**src/hw/rtl/gqvg_pkg.sv**
```systemverilog
package gqvg_pkg;

    localparam int POS_W     = 24;
    localparam int U_W       = 17;
    localparam int GW_W      = 8;
    localparam int SCALE_W   = 12;
    localparam int DX_W      = GW_W + SCALE_W;
    localparam int SUM_W     = POS_W + 2;
    localparam int VERT_CNT_W = 3;

    localparam logic [U_W-1:0]        U_ONE       = 17'h10000;
    localparam logic [7:0]            CODE_SPACE  = 8'd32;
    localparam logic [SCALE_W-1:0]    SCALE_ONE   = 12'd256;
    localparam logic [VERT_CNT_W-1:0] VERT_LAST   = 3'd5;

    typedef enum logic [1:0] {
        MODE_LOAD  = 2'd0,
        MODE_BEGIN = 2'd1,
        MODE_DRAW  = 2'd2
    } mode_t;

    // what an item does once it reaches the pen stage
    typedef enum logic [1:0] {
        OP_NONE  = 2'd0,
        OP_BEGIN = 2'd1,
        OP_SPACE = 2'd2,
        OP_DRAW  = 2'd3
    } op_t;

    typedef struct packed {
        logic [U_W-1:0]  left_u;
        logic [U_W-1:0]  right_u;
        logic [GW_W-1:0] width;
    } glyph_entry_t;

    function automatic logic [U_W-1:0] clamp_u(input logic [U_W-1:0] v);
        return (v > U_ONE) ? U_ONE : v;
    endfunction

    // saturate a two's complement sum to the signed position range
    function automatic logic [POS_W-1:0] sat_pos(input logic [SUM_W-1:0] v);
        logic [POS_W-1:0] r;
        if (!v[SUM_W-1] && (v[SUM_W-2:POS_W-1] != 2'b00)) begin
            r = {1'b0, {(POS_W-1){1'b1}}};
        end else if (v[SUM_W-1] && (v[SUM_W-2:POS_W-1] != 2'b11)) begin
            r = {1'b1, {(POS_W-1){1'b0}}};
        end else begin
            r = v[POS_W-1:0];
        end
        return r;
    endfunction

endpackage

```
**src/hw/rtl/gqvg_ram.sv**
```systemverilog
module gqvg_ram #(
    parameter int WIDTH = 8,
    parameter int DEPTH = 16
) (
    input  logic                             aclk,
    input  logic                             wr_en,
    input  logic [$clog2(DEPTH > 1 ? DEPTH : 2)-1:0] wr_addr,
    input  logic [WIDTH-1:0]                 wr_data,
    input  logic                             rd_en,
    input  logic [$clog2(DEPTH > 1 ? DEPTH : 2)-1:0] rd_addr,
    output logic [WIDTH-1:0]                 rd_data
);

    logic [WIDTH-1:0] mem [DEPTH];
    logic [WIDTH-1:0] rd_data_reg;

    always_ff @(posedge aclk) begin
        if (wr_en) begin
            mem[wr_addr] <= wr_data;
        end
        if (rd_en) begin
            rd_data_reg <= mem[rd_addr];
        end
    end

    assign rd_data = rd_data_reg;

endmodule

```
**src/hw/rtl/glyph_quad_vertex_generator_unit.sv**
```systemverilog
// glyph quad vertex generator
// input channel s_*: one item per handshake. mode load writes one glyph table
// entry (u values clamped to 1.0), mode begin sets pen x, pen y and scale,
// mode draw lays out one character. a space moves the pen by 3*scale; a
// drawable code sends six vertices on m_* (two triangles, bl tr tl bl br tr),
// with m_last_vertex high on the sixth. other codes and mode 3 do nothing.
// a character's first vertex passes stage 1, stage 2, the quad buffer and the
// output register to m_*; the rest follow one per cycle while m_ready is high.
// load, begin, space and ignored items are accepted one per cycle while
// s_ready is high; a drawn character is paced by the single vertex output
// register, which sends one vertex per cycle. the next character is decoded
// and its glyph entry read from the table ram while the current one is still
// being sent. when m_ready is low the output register holds its vertex, the
// quad buffer and pipeline fill, and s_ready drops until the receiver resumes.
// reset (aresetn low, synchronous) sets pen to 0,0 and scale to 1.0 and drops
// all pending vertices; the glyph table ram is not cleared and must be loaded
// before its entries are drawn.
module glyph_quad_vertex_generator_unit
    import gqvg_pkg::*;
#(
    parameter int GLYPH_COUNT = 95
) (
    input  logic                      aclk,
    input  logic                      aresetn,
    input  logic                      s_valid,
    output logic                      s_ready,
    input  logic [1:0]                s_mode,
    input  logic [6:0]                s_load_index,
    input  logic [16:0]               s_load_left,
    input  logic [16:0]               s_load_right,
    input  logic [7:0]                s_load_width,
    input  logic signed [23:0]        s_start_x,
    input  logic signed [23:0]        s_start_y,
    input  logic [11:0]               s_scale_in,
    input  logic [7:0]                s_char_code,
    output logic                      m_valid,
    input  logic                      m_ready,
    output logic signed [23:0]        m_vert_x,
    output logic signed [23:0]        m_vert_y,
    output logic [16:0]               m_tex_u,
    output logic                      m_tex_v,
    output logic                      m_last_vertex
);

    localparam int AW = $clog2(GLYPH_COUNT > 1 ? GLYPH_COUNT : 2);
    localparam logic [8:0] GLYPH_LIMIT = 9'(GLYPH_COUNT);

    // pipeline control
    logic adv;
    logic accept;
    logic o_free;
    logic emit;
    logic q_free;

    // input decode
    logic [7:0]   glyph_idx;
    logic         code_ok;
    logic         load_ok;
    op_t          op_in;
    glyph_entry_t wr_entry;
    glyph_entry_t rd_entry;

    // stage 1: glyph entry read in flight
    op_t              s1_op_reg;
    logic [POS_W-1:0] s1_x_reg;
    logic [POS_W-1:0] s1_y_reg;
    logic [SCALE_W-1:0] s1_sc_reg;
    logic [SCALE_W-1:0] cur_scale_reg;

    // stage 2: width times scale done, pen update
    op_t              s2_op_reg;
    logic [POS_W-1:0] s2_x_reg;
    logic [POS_W-1:0] s2_y_reg;
    logic [SCALE_W-1:0] s2_sc_reg;
    logic [DX_W-1:0]  s2_dx_reg;
    logic [U_W-1:0]   s2_ul_reg;
    logic [U_W-1:0]   s2_ur_reg;
    logic [DX_W-1:0]  dx_next;

    logic [POS_W-1:0] pen_x_reg;
    logic [POS_W-1:0] pen_y_reg;
    logic [SUM_W-1:0] pen_x_ext;
    logic [SUM_W-1:0] pen_y_ext;
    logic [SUM_W-1:0] sum_xr;
    logic [SUM_W-1:0] sum_yb;
    logic [SUM_W-1:0] sum_adv;
    logic [SUM_W-1:0] sum_space;

    // quad buffer
    logic                  q_valid_reg;
    logic [VERT_CNT_W-1:0] q_cnt_reg;
    logic [POS_W-1:0]      q_xl_reg;
    logic [POS_W-1:0]      q_xr_reg;
    logic [POS_W-1:0]      q_yt_reg;
    logic [POS_W-1:0]      q_yb_reg;
    logic [U_W-1:0]        q_ul_reg;
    logic [U_W-1:0]        q_ur_reg;
    logic                  vert_right;
    logic                  vert_bottom;

    // output register
    logic              m_valid_reg;
    logic [POS_W-1:0]  o_x_reg;
    logic [POS_W-1:0]  o_y_reg;
    logic [U_W-1:0]    o_u_reg;
    logic              o_v_reg;
    logic              o_last_reg;

    assign o_free = !m_valid_reg || m_ready;
    assign emit   = q_valid_reg && o_free;
    assign q_free = !q_valid_reg || (emit && (q_cnt_reg == VERT_LAST));
    assign adv    = !((s2_op_reg == OP_DRAW) && !q_free);
    assign s_ready = adv;
    assign accept = s_valid && adv;

    assign glyph_idx = s_char_code - CODE_SPACE;
    assign code_ok   = (s_char_code >= CODE_SPACE) && ({1'b0, glyph_idx} < GLYPH_LIMIT);
    assign load_ok   = ({2'b00, s_load_index} < GLYPH_LIMIT);

    always_comb begin
        op_in = OP_NONE;
        unique case (s_mode)
            MODE_BEGIN: op_in = OP_BEGIN;
            MODE_DRAW: begin
                if (code_ok) begin
                    op_in = (glyph_idx == 8'd0) ? OP_SPACE : OP_DRAW;
                end
            end
            default: op_in = OP_NONE;
        endcase
    end

    assign wr_entry.left_u  = clamp_u(s_load_left);
    assign wr_entry.right_u = clamp_u(s_load_right);
    assign wr_entry.width   = s_load_width;

    gqvg_ram #(
        .WIDTH ($bits(glyph_entry_t)),
        .DEPTH (GLYPH_COUNT)
    ) u_glyph_ram (
        .aclk    (aclk),
        .wr_en   (accept && (s_mode == MODE_LOAD) && load_ok),
        .wr_addr (AW'(s_load_index)),
        .wr_data (wr_entry),
        .rd_en   (accept),
        .rd_addr (AW'(glyph_idx)),
        .rd_data (rd_entry)
    );

    assign dx_next = {{SCALE_W{1'b0}}, rd_entry.width} * {{GW_W{1'b0}}, s1_sc_reg};

    assign pen_x_ext = {{2{pen_x_reg[POS_W-1]}}, pen_x_reg};
    assign pen_y_ext = {{2{pen_y_reg[POS_W-1]}}, pen_y_reg};
    assign sum_xr    = pen_x_ext + {{(SUM_W-DX_W){1'b0}}, s2_dx_reg};
    assign sum_adv   = sum_xr + {{(SUM_W-SCALE_W){1'b0}}, s2_sc_reg};
    assign sum_yb    = pen_y_ext - {{(SUM_W-SCALE_W-4){1'b0}}, s2_sc_reg, 4'b0000};
    assign sum_space = pen_x_ext + {{(SUM_W-SCALE_W){1'b0}}, s2_sc_reg}
                     + {{(SUM_W-SCALE_W-1){1'b0}}, s2_sc_reg, 1'b0};

    // scale is taken at the input so each item carries the scale in force
    always_ff @(posedge aclk) begin
        if (!aresetn) begin
            s1_op_reg     <= OP_NONE;
            s2_op_reg     <= OP_NONE;
            cur_scale_reg <= SCALE_ONE;
            pen_x_reg     <= '0;
            pen_y_reg     <= '0;
        end else if (adv) begin
            s1_op_reg <= accept ? op_in : OP_NONE;
            s2_op_reg <= s1_op_reg;
            if (accept && (s_mode == MODE_BEGIN)) begin
                cur_scale_reg <= s_scale_in;
            end
            case (s2_op_reg)
                OP_BEGIN: begin
                    pen_x_reg <= s2_x_reg;
                    pen_y_reg <= s2_y_reg;
                end
                OP_SPACE: pen_x_reg <= sat_pos(sum_space);
                OP_DRAW:  pen_x_reg <= sat_pos(sum_adv);
                default: ;
            endcase
        end
    end

    always_ff @(posedge aclk) begin
        if (adv) begin
            s1_x_reg  <= s_start_x;
            s1_y_reg  <= s_start_y;
            s1_sc_reg <= cur_scale_reg;
            s2_x_reg  <= s1_x_reg;
            s2_y_reg  <= s1_y_reg;
            s2_sc_reg <= s1_sc_reg;
            s2_dx_reg <= dx_next;
            s2_ul_reg <= rd_entry.left_u;
            s2_ur_reg <= rd_entry.right_u;
        end
    end

    // quad buffer: a new quad may land in the cycle its predecessor's last vertex leaves
    always_ff @(posedge aclk) begin
        if (!aresetn) begin
            q_valid_reg <= 1'b0;
            q_cnt_reg   <= '0;
        end else if (adv && (s2_op_reg == OP_DRAW)) begin
            q_valid_reg <= 1'b1;
            q_cnt_reg   <= '0;
        end else if (emit) begin
            q_cnt_reg <= q_cnt_reg + 1'b1;
            if (q_cnt_reg == VERT_LAST) begin
                q_valid_reg <= 1'b0;
            end
        end
    end

    always_ff @(posedge aclk) begin
        if (adv && (s2_op_reg == OP_DRAW)) begin
            q_xl_reg <= pen_x_reg;
            q_xr_reg <= sat_pos(sum_xr);
            q_yt_reg <= pen_y_reg;
            q_yb_reg <= sat_pos(sum_yb);
            q_ul_reg <= s2_ul_reg;
            q_ur_reg <= s2_ur_reg;
        end
    end

    // vertex order bl tr tl bl br tr
    always_comb begin
        case (q_cnt_reg)
            3'd0:    {vert_right, vert_bottom} = 2'b01;
            3'd1:    {vert_right, vert_bottom} = 2'b10;
            3'd2:    {vert_right, vert_bottom} = 2'b00;
            3'd3:    {vert_right, vert_bottom} = 2'b01;
            3'd4:    {vert_right, vert_bottom} = 2'b11;
            default: {vert_right, vert_bottom} = 2'b10;
        endcase
    end

    always_ff @(posedge aclk) begin
        if (!aresetn) begin
            m_valid_reg <= 1'b0;
        end else if (emit) begin
            m_valid_reg <= 1'b1;
        end else if (m_ready) begin
            m_valid_reg <= 1'b0;
        end
    end

    always_ff @(posedge aclk) begin
        if (emit) begin
            o_x_reg    <= vert_right ? q_xr_reg : q_xl_reg;
            o_y_reg    <= vert_bottom ? q_yb_reg : q_yt_reg;
            o_u_reg    <= vert_right ? q_ur_reg : q_ul_reg;
            o_v_reg    <= vert_bottom;
            o_last_reg <= (q_cnt_reg == VERT_LAST);
        end
    end

    assign m_valid       = m_valid_reg;
    assign m_vert_x      = o_x_reg;
    assign m_vert_y      = o_y_reg;
    assign m_tex_u       = o_u_reg;
    assign m_tex_v       = o_v_reg;
    assign m_last_vertex = o_last_reg;

endmodule

```
**config.mk**
```make
export PLATFORM = sky130hd
export DESIGN_NAME = glyph_quad_vertex_generator_unit
export DESIGN_NICKNAME = d
export VERILOG_FILES = /design/src/hw/rtl/gqvg_pkg.sv /design/src/hw/rtl/gqvg_ram.sv /design/src/hw/rtl/glyph_quad_vertex_generator_unit.sv
export SDC_FILE = /design/constraint.sdc
export NUM_CORES = 2
export LEC_CHECK = 0
export BUFFER_PORTS_ARGS = -buffer_cell sky130_fd_sc_hd__buf_2
export CORE_UTILIZATION = 40
export CTS_BUF_LIST = sky130_fd_sc_hd__clkbuf_16
export DETAILED_ROUTE_END_ITERATION = 7
export PLACE_DENSITY_LB_ADDON = 0.3
export SLEW_MARGIN = 20
export SYNTH_ARGS = -nofsm -noshare
export SYNTH_HDL_FRONTEND = slang
export SYNTH_SLANG_ARGS = --single-unit
```
**constraint.sdc**
```tcl
create_clock -name aclk -period 10.1 [get_ports aclk]
set_input_delay 2.525 -clock aclk [delete_from_list [all_inputs] [get_ports aclk]]
set_output_delay 2.525 -clock aclk [all_outputs]
set_load 0.02 [all_outputs]
```
==> Word-level counts from Yosys, hierarchy flattened <==
Memories as Yosys holds them, arrays and structs flattened. A register that Yosys moved wholly into a read port is not among the register bits.
Index checks and enable logic that the tools add are counted.
W data, S select, Z words.
{ "totals": {"out_inout_bits": 69, "mem_bits_rw": 3990, "register_bits": 440, "wordCells": 126, "in_bits": 123, "n_memories": 1} }
{ "classes": {"order_cmp": 5, "mux": 24, "bitwise_logic": 2, "eq_ne": 13, "n_addsub": 7, "mul": 1, "n_reduce_logical": 45} }
{ "mem_list": {"columns": ["memory", "depth", "width", "read_ports", "rd_clocked_by_memory_dff", "write_ports", "line", "text"], "rows": [
  ["u_glyph_ram.mem", 95, 42, 1, 1, 1, "gqvg_ram.sv:14", "logic [WIDTH-1:0] mem [DEPTH];"]
]} }
{ "ops": {"columns": ["op", "n"], "rows": [
  ["$mux W24", 8],
  ["$pmux W24 S3", 1],
  ["$mux W17", 3],
  ["$gt A17 B17 Y1 const B", 2],
  ["$add A25 B13 Y26", 1],
  ["$add A25 B14 Y26", 1],
  ["$add A24 B13 Y25", 1],
  ["$add A24 B21 Y25", 1],
  ["$sub A24 B17 Y25", 1],
  ["$mul A8 B12 Y20", 1],
  ["$logic_and A1 B1 Y1", 17],
  ["$reduce_bool A2 Y1", 7],
  ["$mux W1", 9],
  ["$ge A8 B6 Y1 const B", 1],
  ["$logic_not A1 Y1", 8],
  ["$logic_not A8 Y1", 1],
  ["$lt A8 B7 Y1 const B", 1],
  ["$ne A2 B2 Y1 const B", 4],
  ["$reduce_and A2 Y1", 4],
  ["$sub A8 B6 Y8 const B", 1],
  ["$lt A7 B7 Y1 const B", 1],
  ["$eq A2 B2 Y1 const B", 3],
  ["$eq A3 B2 Y1 const B", 2],
  ["$eq A3 B3 Y1 const B", 2],
  ["other kinds (11)", 16]
]} }

==> Longest topological paths before layout <==
{ "logic_depth": {"ltp_word": 13, "depth_mapped": 21, "depth_no_buf": 20} }

==> Modules after synthesis <==
From an unflattened synthesis, not the netlist that was laid out.
{ "hier_totals": {"cells_unflattened": 8152, "hier_area_um2": 175694.8} }
{ "modules_own_cells": {"columns": ["module", "cells_each", "area_each_um2", "seq_area_each_um2", "instances"], "rows": [
  ["gqvg_ram", 6377, 153422.1, 121076.1, 1],
  ["glyph_quad_vertex_generator_unit", 1775, 22272.6, 12522.0, 1]
]} }

==> Worst setup path after synthesis <==
Ideal clock, no wire load.
{ "synth_timing": {"kind": "in2reg", "start": "input m_ready", "end": "memory u_glyph_ram.mem[30][0] (netlist name), enable pin", "cell_stages": 11, "arrival_ps": 10438, "required_time_ps": 9658, "slack_ps": -780, "setup_ps": 442, "path_buffers": 1, "path_cell_list": "nor2b_1 > o21ai_0 > nor2_1 > inv_1 > nand2_1 > inv_1 > nand3_1 > nor2_1 > nand3_1 > clkbuf_1 > nor2_1"} }
{ "synth_via": {"elab_chain_len": 12} }
{ "synth_lines": {"columns": ["element", "line", "text"], "rows": [
  ["start, declared", "glyph_quad_vertex_generator_unit.sv:37", "input logic m_ready,"],
  ["$logic_or A1 B1 Y1", "glyph_quad_vertex_generator_unit.sv:109", "assign o_free = !m_valid_reg || m_ready;"],
  ["$logic_and A1 B1 Y1", "glyph_quad_vertex_generator_unit.sv:110", "assign emit = q_valid_reg && o_free;"],
  ["$logic_and A1 B1 Y1", "glyph_quad_vertex_generator_unit.sv:111", "assign q_free = !q_valid_reg || (emit && (q_cnt_reg == VERT_LAST));"],
  ["$logic_or A1 B1 Y1", "glyph_quad_vertex_generator_unit.sv:111", null],
  ["$logic_not A1 Y1", "glyph_quad_vertex_generator_unit.sv:112", "assign adv = !((s2_op_reg == OP_DRAW) && !q_free);"],
  ["$logic_and A1 B1 Y1", "glyph_quad_vertex_generator_unit.sv:112", null],
  ["$logic_not A1 Y1", "glyph_quad_vertex_generator_unit.sv:112", null],
  ["net s_ready", "glyph_quad_vertex_generator_unit.sv:26", "output logic s_ready,"],
  ["$logic_and A1 B1 Y1", "glyph_quad_vertex_generator_unit.sv:114", "assign accept = s_valid && adv;"],
  ["net accept", "glyph_quad_vertex_generator_unit.sv:50", "logic accept;"],
  ["$logic_and A1 B1 Y1 (2 in a row)", "glyph_quad_vertex_generator_unit.sv:142", ".wr_en (accept && (s_mode == MODE_LOAD) && load_ok),"],
  ["$mux W1", "gqvg_ram.sv:18", "if (wr_en) begin"],
  ["$mux W1 (implied by the code)", "gqvg_ram.sv:19", "mem[wr_addr] <= wr_data;"],
  ["end, declared", "gqvg_ram.sv:14", null]
]} }
The timed path passes the listed nets, and every way through them passes these cells.

==> Final worst setup path <==
{ "layout_timing": {"start": "input m_ready", "end": "output s_ready"} }
{ "layout_via": {"elab_chain_len": 7} }
{ "layout_lines": {"columns": ["element", "line"], "rows": [
  ["$logic_or A1 B1 Y1", "glyph_quad_vertex_generator_unit.sv:109"],
  ["$logic_and A1 B1 Y1", "glyph_quad_vertex_generator_unit.sv:110"],
  ["$logic_and A1 B1 Y1", "glyph_quad_vertex_generator_unit.sv:111"],
  ["$logic_or A1 B1 Y1", "glyph_quad_vertex_generator_unit.sv:111"],
  ["$logic_not A1 Y1", "glyph_quad_vertex_generator_unit.sv:112"],
  ["$logic_and A1 B1 Y1", "glyph_quad_vertex_generator_unit.sv:112"],
  ["$logic_not A1 Y1", "glyph_quad_vertex_generator_unit.sv:112"],
  ["end, declared", "glyph_quad_vertex_generator_unit.sv:26"]
]} }
No other way between the ends.

==> run_results.csv <==
group,metric,value,unit
status,status,"finished clean",
pwr,power_density,190.4,mW/mm^2
yosys,ys_ff_latch,4472,
yosys,synthCells,7770,
grt,grt_overflow_total,0,
floorplan,dieHeight,663.7,um
setup_path,required,7.58,ns
clocking,cts_root_buf,"clkbuf_16",
clocking,cts_resized,0,
finish,nets,8545,
floorplan,row_count,242,
drt,avgViaCountPerCell,5.650,
hold_path,whs_path_depth,0,
drt,wl_per_cell,29.18,um
clocking,hold_buffers,0,
sta,period_share,67.33,%
place,gp_congestion,0.8188,
drt,drt-initial-drc-count,9443,
run,maxCapViolations,0,
drt,vias,80960,
sta,hold-worst-slack,0.3693,ns
clocking,cts_tree,"yes",
clocking,clk_path_buf_depth,4,
clocking,clock-sinks,4472,
finish,area_delta_synth_final,13.29,%
sta,finalClockSkew,0.08316,ns
drt,drc,0,
floorplan,core_area,0.4351,mm^2
setup_path,endpoint_kind,"output pin",
yosys,yosys_warnings,0,
drt,top_layer,"met4",
place,place_hpwl,235.7,mm
yosys,syn_area,0.1751,mm^2
setup_path,critical_path.max_fanout,6,
setup_path,reg2reg_setup_slack,4.33,ns
yosys,synth_cell_types,77,
sta,clock.fmax,147.1,MHz
yosys,syn_area_per_cell,22.54,um^2
yosys,seq_area_frac_synth,76.28,%
sta,grt_setup_unrepaired,"false",
grt,grt_pass1_wl,600.9,mm
drt,wl_met2,206.2,mm
yosys,synth_top_cell_area_share,75.49,%
clocking,clk_latency,0.99,ns
setup_path,crit_type,"input pin to output pin",
drt,drt_pass1_iterations,6,
floorplan,start_util,40.25,%
setup_path,r2r_start,"pen_x_reg[0]$_SDFFE_PN0P_",
sta,relSlewSlack,19.35,%
pwr,cellLeakagePower,58.87,nW
grt,grt_usage,18.69,%
finish,largest_register_ff_count,3990,
drt,met1Wirelength,174.1,mm
finish,fill_cells,35500,
drt,detail-route-antenna-nets,0,
sta,worstMarginPinSlew,1.206,ns
setup_path,critPathLaunchType,"input pin",
hold_path,worstHoldPathType,"register to register",
drt,wl,418.1,mm
yosys,synth_top_area_cell,"edfxtp_1",
finish,drive_gt1_share,28.95,%
sta,setup-tns-final,0,ns
yosys,ys.flop_type,"edfxtp_1",
floorplan,dieArea,0.4405,mm^2
sta,hold_viol,0,
clocking,cts_buffers,432,
place,portBuffers,191,
sta,fin_crit,6.800,ns
grt,grt_pass1_vias,83850,
setup_path,endpoint,"s_ready",
grt,grt_max_degree,156,
yosys,synth_nets,8077,
clocking,cts_setup_buffers,0,
setup_path,critPathArrivalTime,4.28,ns
setup_path,crit_start,"m_ready",
yosys,synth.area.top_cells,"edfxtp_1 (75%), mux4_2 (16%), fa_1 (0.86%)",
sta,slew_violations,0,
yosys,async_flop_share,0,%
sta,setup_viol,0,
drt,wl_met3,28.46,mm
setup_path,r2r_end,"pen_x_reg[13]$_SDFFE_PN0P_",
setup_path,reg2regPathDepth,18,
grt,antenna_found_initial,33,
clocking,htree_levels,5,
clocking,path_clk_slew,0.06,ns
floorplan,ios,192,
floorplan,fp.dieW,663.7,um
yosys,synth_edf_count,4403,
pwr,vdd_ir_drop_max,0.0001449,V
-- cell usage in the layout, fill, tap and decap left out, types with 104 or more instances in the layout --
master	netlist	routed
buf_2	8	183
buf_4	0	186
clkbuf_16	0	441
clkinv_1	0	104
edfxtp_1	4403	4403
ha_1	109	108
inv_1	129	225
mux4_2	1260	1260
nand2_1	284	284
o21ai_0	162	162
-- cells by family after synthesis --
logic type      synth area share, %
flops                         76.28
buf+inv                       1.097
xor+xnor                     0.3993
fa+ha+maj                     1.636
simple gates                  1.873
compound gates                1.599
mux                           17.12
-- report_power, final --
part | total [mW] | switching, mW | internal, mW
sequential | 20.6 | 0.0649 | 20.5
clock | 15.3 | 6.80 | 8.52
combinational | 1.91 | 1.17 | 0.742
total | 37.8 | 8.03 | 29.8
-- final cells by class --
cell class / count / area [um^2] / share of cell area (%)
inverters: 129 / 488.0 / 0.2459
clock inverters: 339 / 2318 / 1.168
flip-flops and latches: 4472 / 133600 / 67.33
multi-input cells: 2796 / 40690 / 20.50
well taps: 5734 / 7174 / 3.616
clock buffers: 441 / 11040 / 5.561
diodes: 11 / 27.53 / 0.01387
repair buffers: 407 / 3100 / 1.563
-- worst min path at each step --
| stage | start | end | slack, ns |
|---|---|---|---|
| floorplan | s2_ul_reg[0]$_DFFE_PN_ | q_ul_reg[0]$_DFFE_PP_ | 0.40 |
| global placement | u_glyph_ram.rd_data[35]$_DFFE_PP_ | s2_ul_reg[10]$_DFFE_PN_ | 0.40 |
| detailed placement | s1_y_reg[16]$_DFFE_PN_ | s2_y_reg[16]$_DFFE_PN_ | 0.40 |
| CTS | s2_ul_reg[3]$_DFFE_PN_ | q_ul_reg[3]$_DFFE_PP_ | 0.38 |
| global route | s2_ul_reg[3]$_DFFE_PN_ | q_ul_reg[3]$_DFFE_PP_ | 0.39 |
| finish | s2_ul_reg[3]$_DFFE_PN_ | q_ul_reg[3]$_DFFE_PP_ | 0.37 |
-- Yosys cell counts, types with 6 or more instances --
library cell / number
nor4_1: 12
and3_1: 11
a21boi_0: 43
o21a_1: 18
buf_1: 88
xor2_1: 32
fa_1: 75
o221ai_1: 19
a21o_1: 19
mux4_2: 1260
clkbuf_1: 274
nand2b_1: 42
a21oi_1: 47
dfxtp_1: 69
nor2b_1: 51
o221a_1: 8
a41oi_1: 8
inv_1: 129
nor2_1: 180
xnor2_1: 46
o21ai_0: 162
and2_1: 59
o211ai_1: 8
nor3_1: 16
nand3_1: 34
mux2i_1: 86
buf_2: 8
edfxtp_1: 4403
nand2_1: 284
o21ai_1: 6
o21bai_1: 10
o221a_4: 10
ha_1: 109
mux2_2: 66
-- critical path, stage by stage --
cell and delay [ns]:
buf_2 0.11, nor2b_1 0.35, o21ai_0 0.30, nor2_1 0.50, clkinvlp_4 0.25, buf_2 0.24
-- through the flow --
stage                     power (mW)  utilization [%]  area, um^2  setup WS [ns]  instances
final                          37.79            45.60      198400          3.300      14330
after global routing           38.86            45.60      198400          3.165      14320
after CTS                      38.08            45.52      198100          3.336      14310
after detailed placement       22.86            42.45      184700          2.709      13530
after global placement         22.81            42.45      184700          2.625      13530
after floorplan                22.15                -      175200          1.076       7770
-- per-layer routing --
metal	up-vias	global-route usage, %
met3	569	2.701
met4	0	4.242
met5	-	0
met2	2990	31.03
met1	43870	26.31
li1	33540	-
No activity file was read; power rests on OpenSTA's default activity.
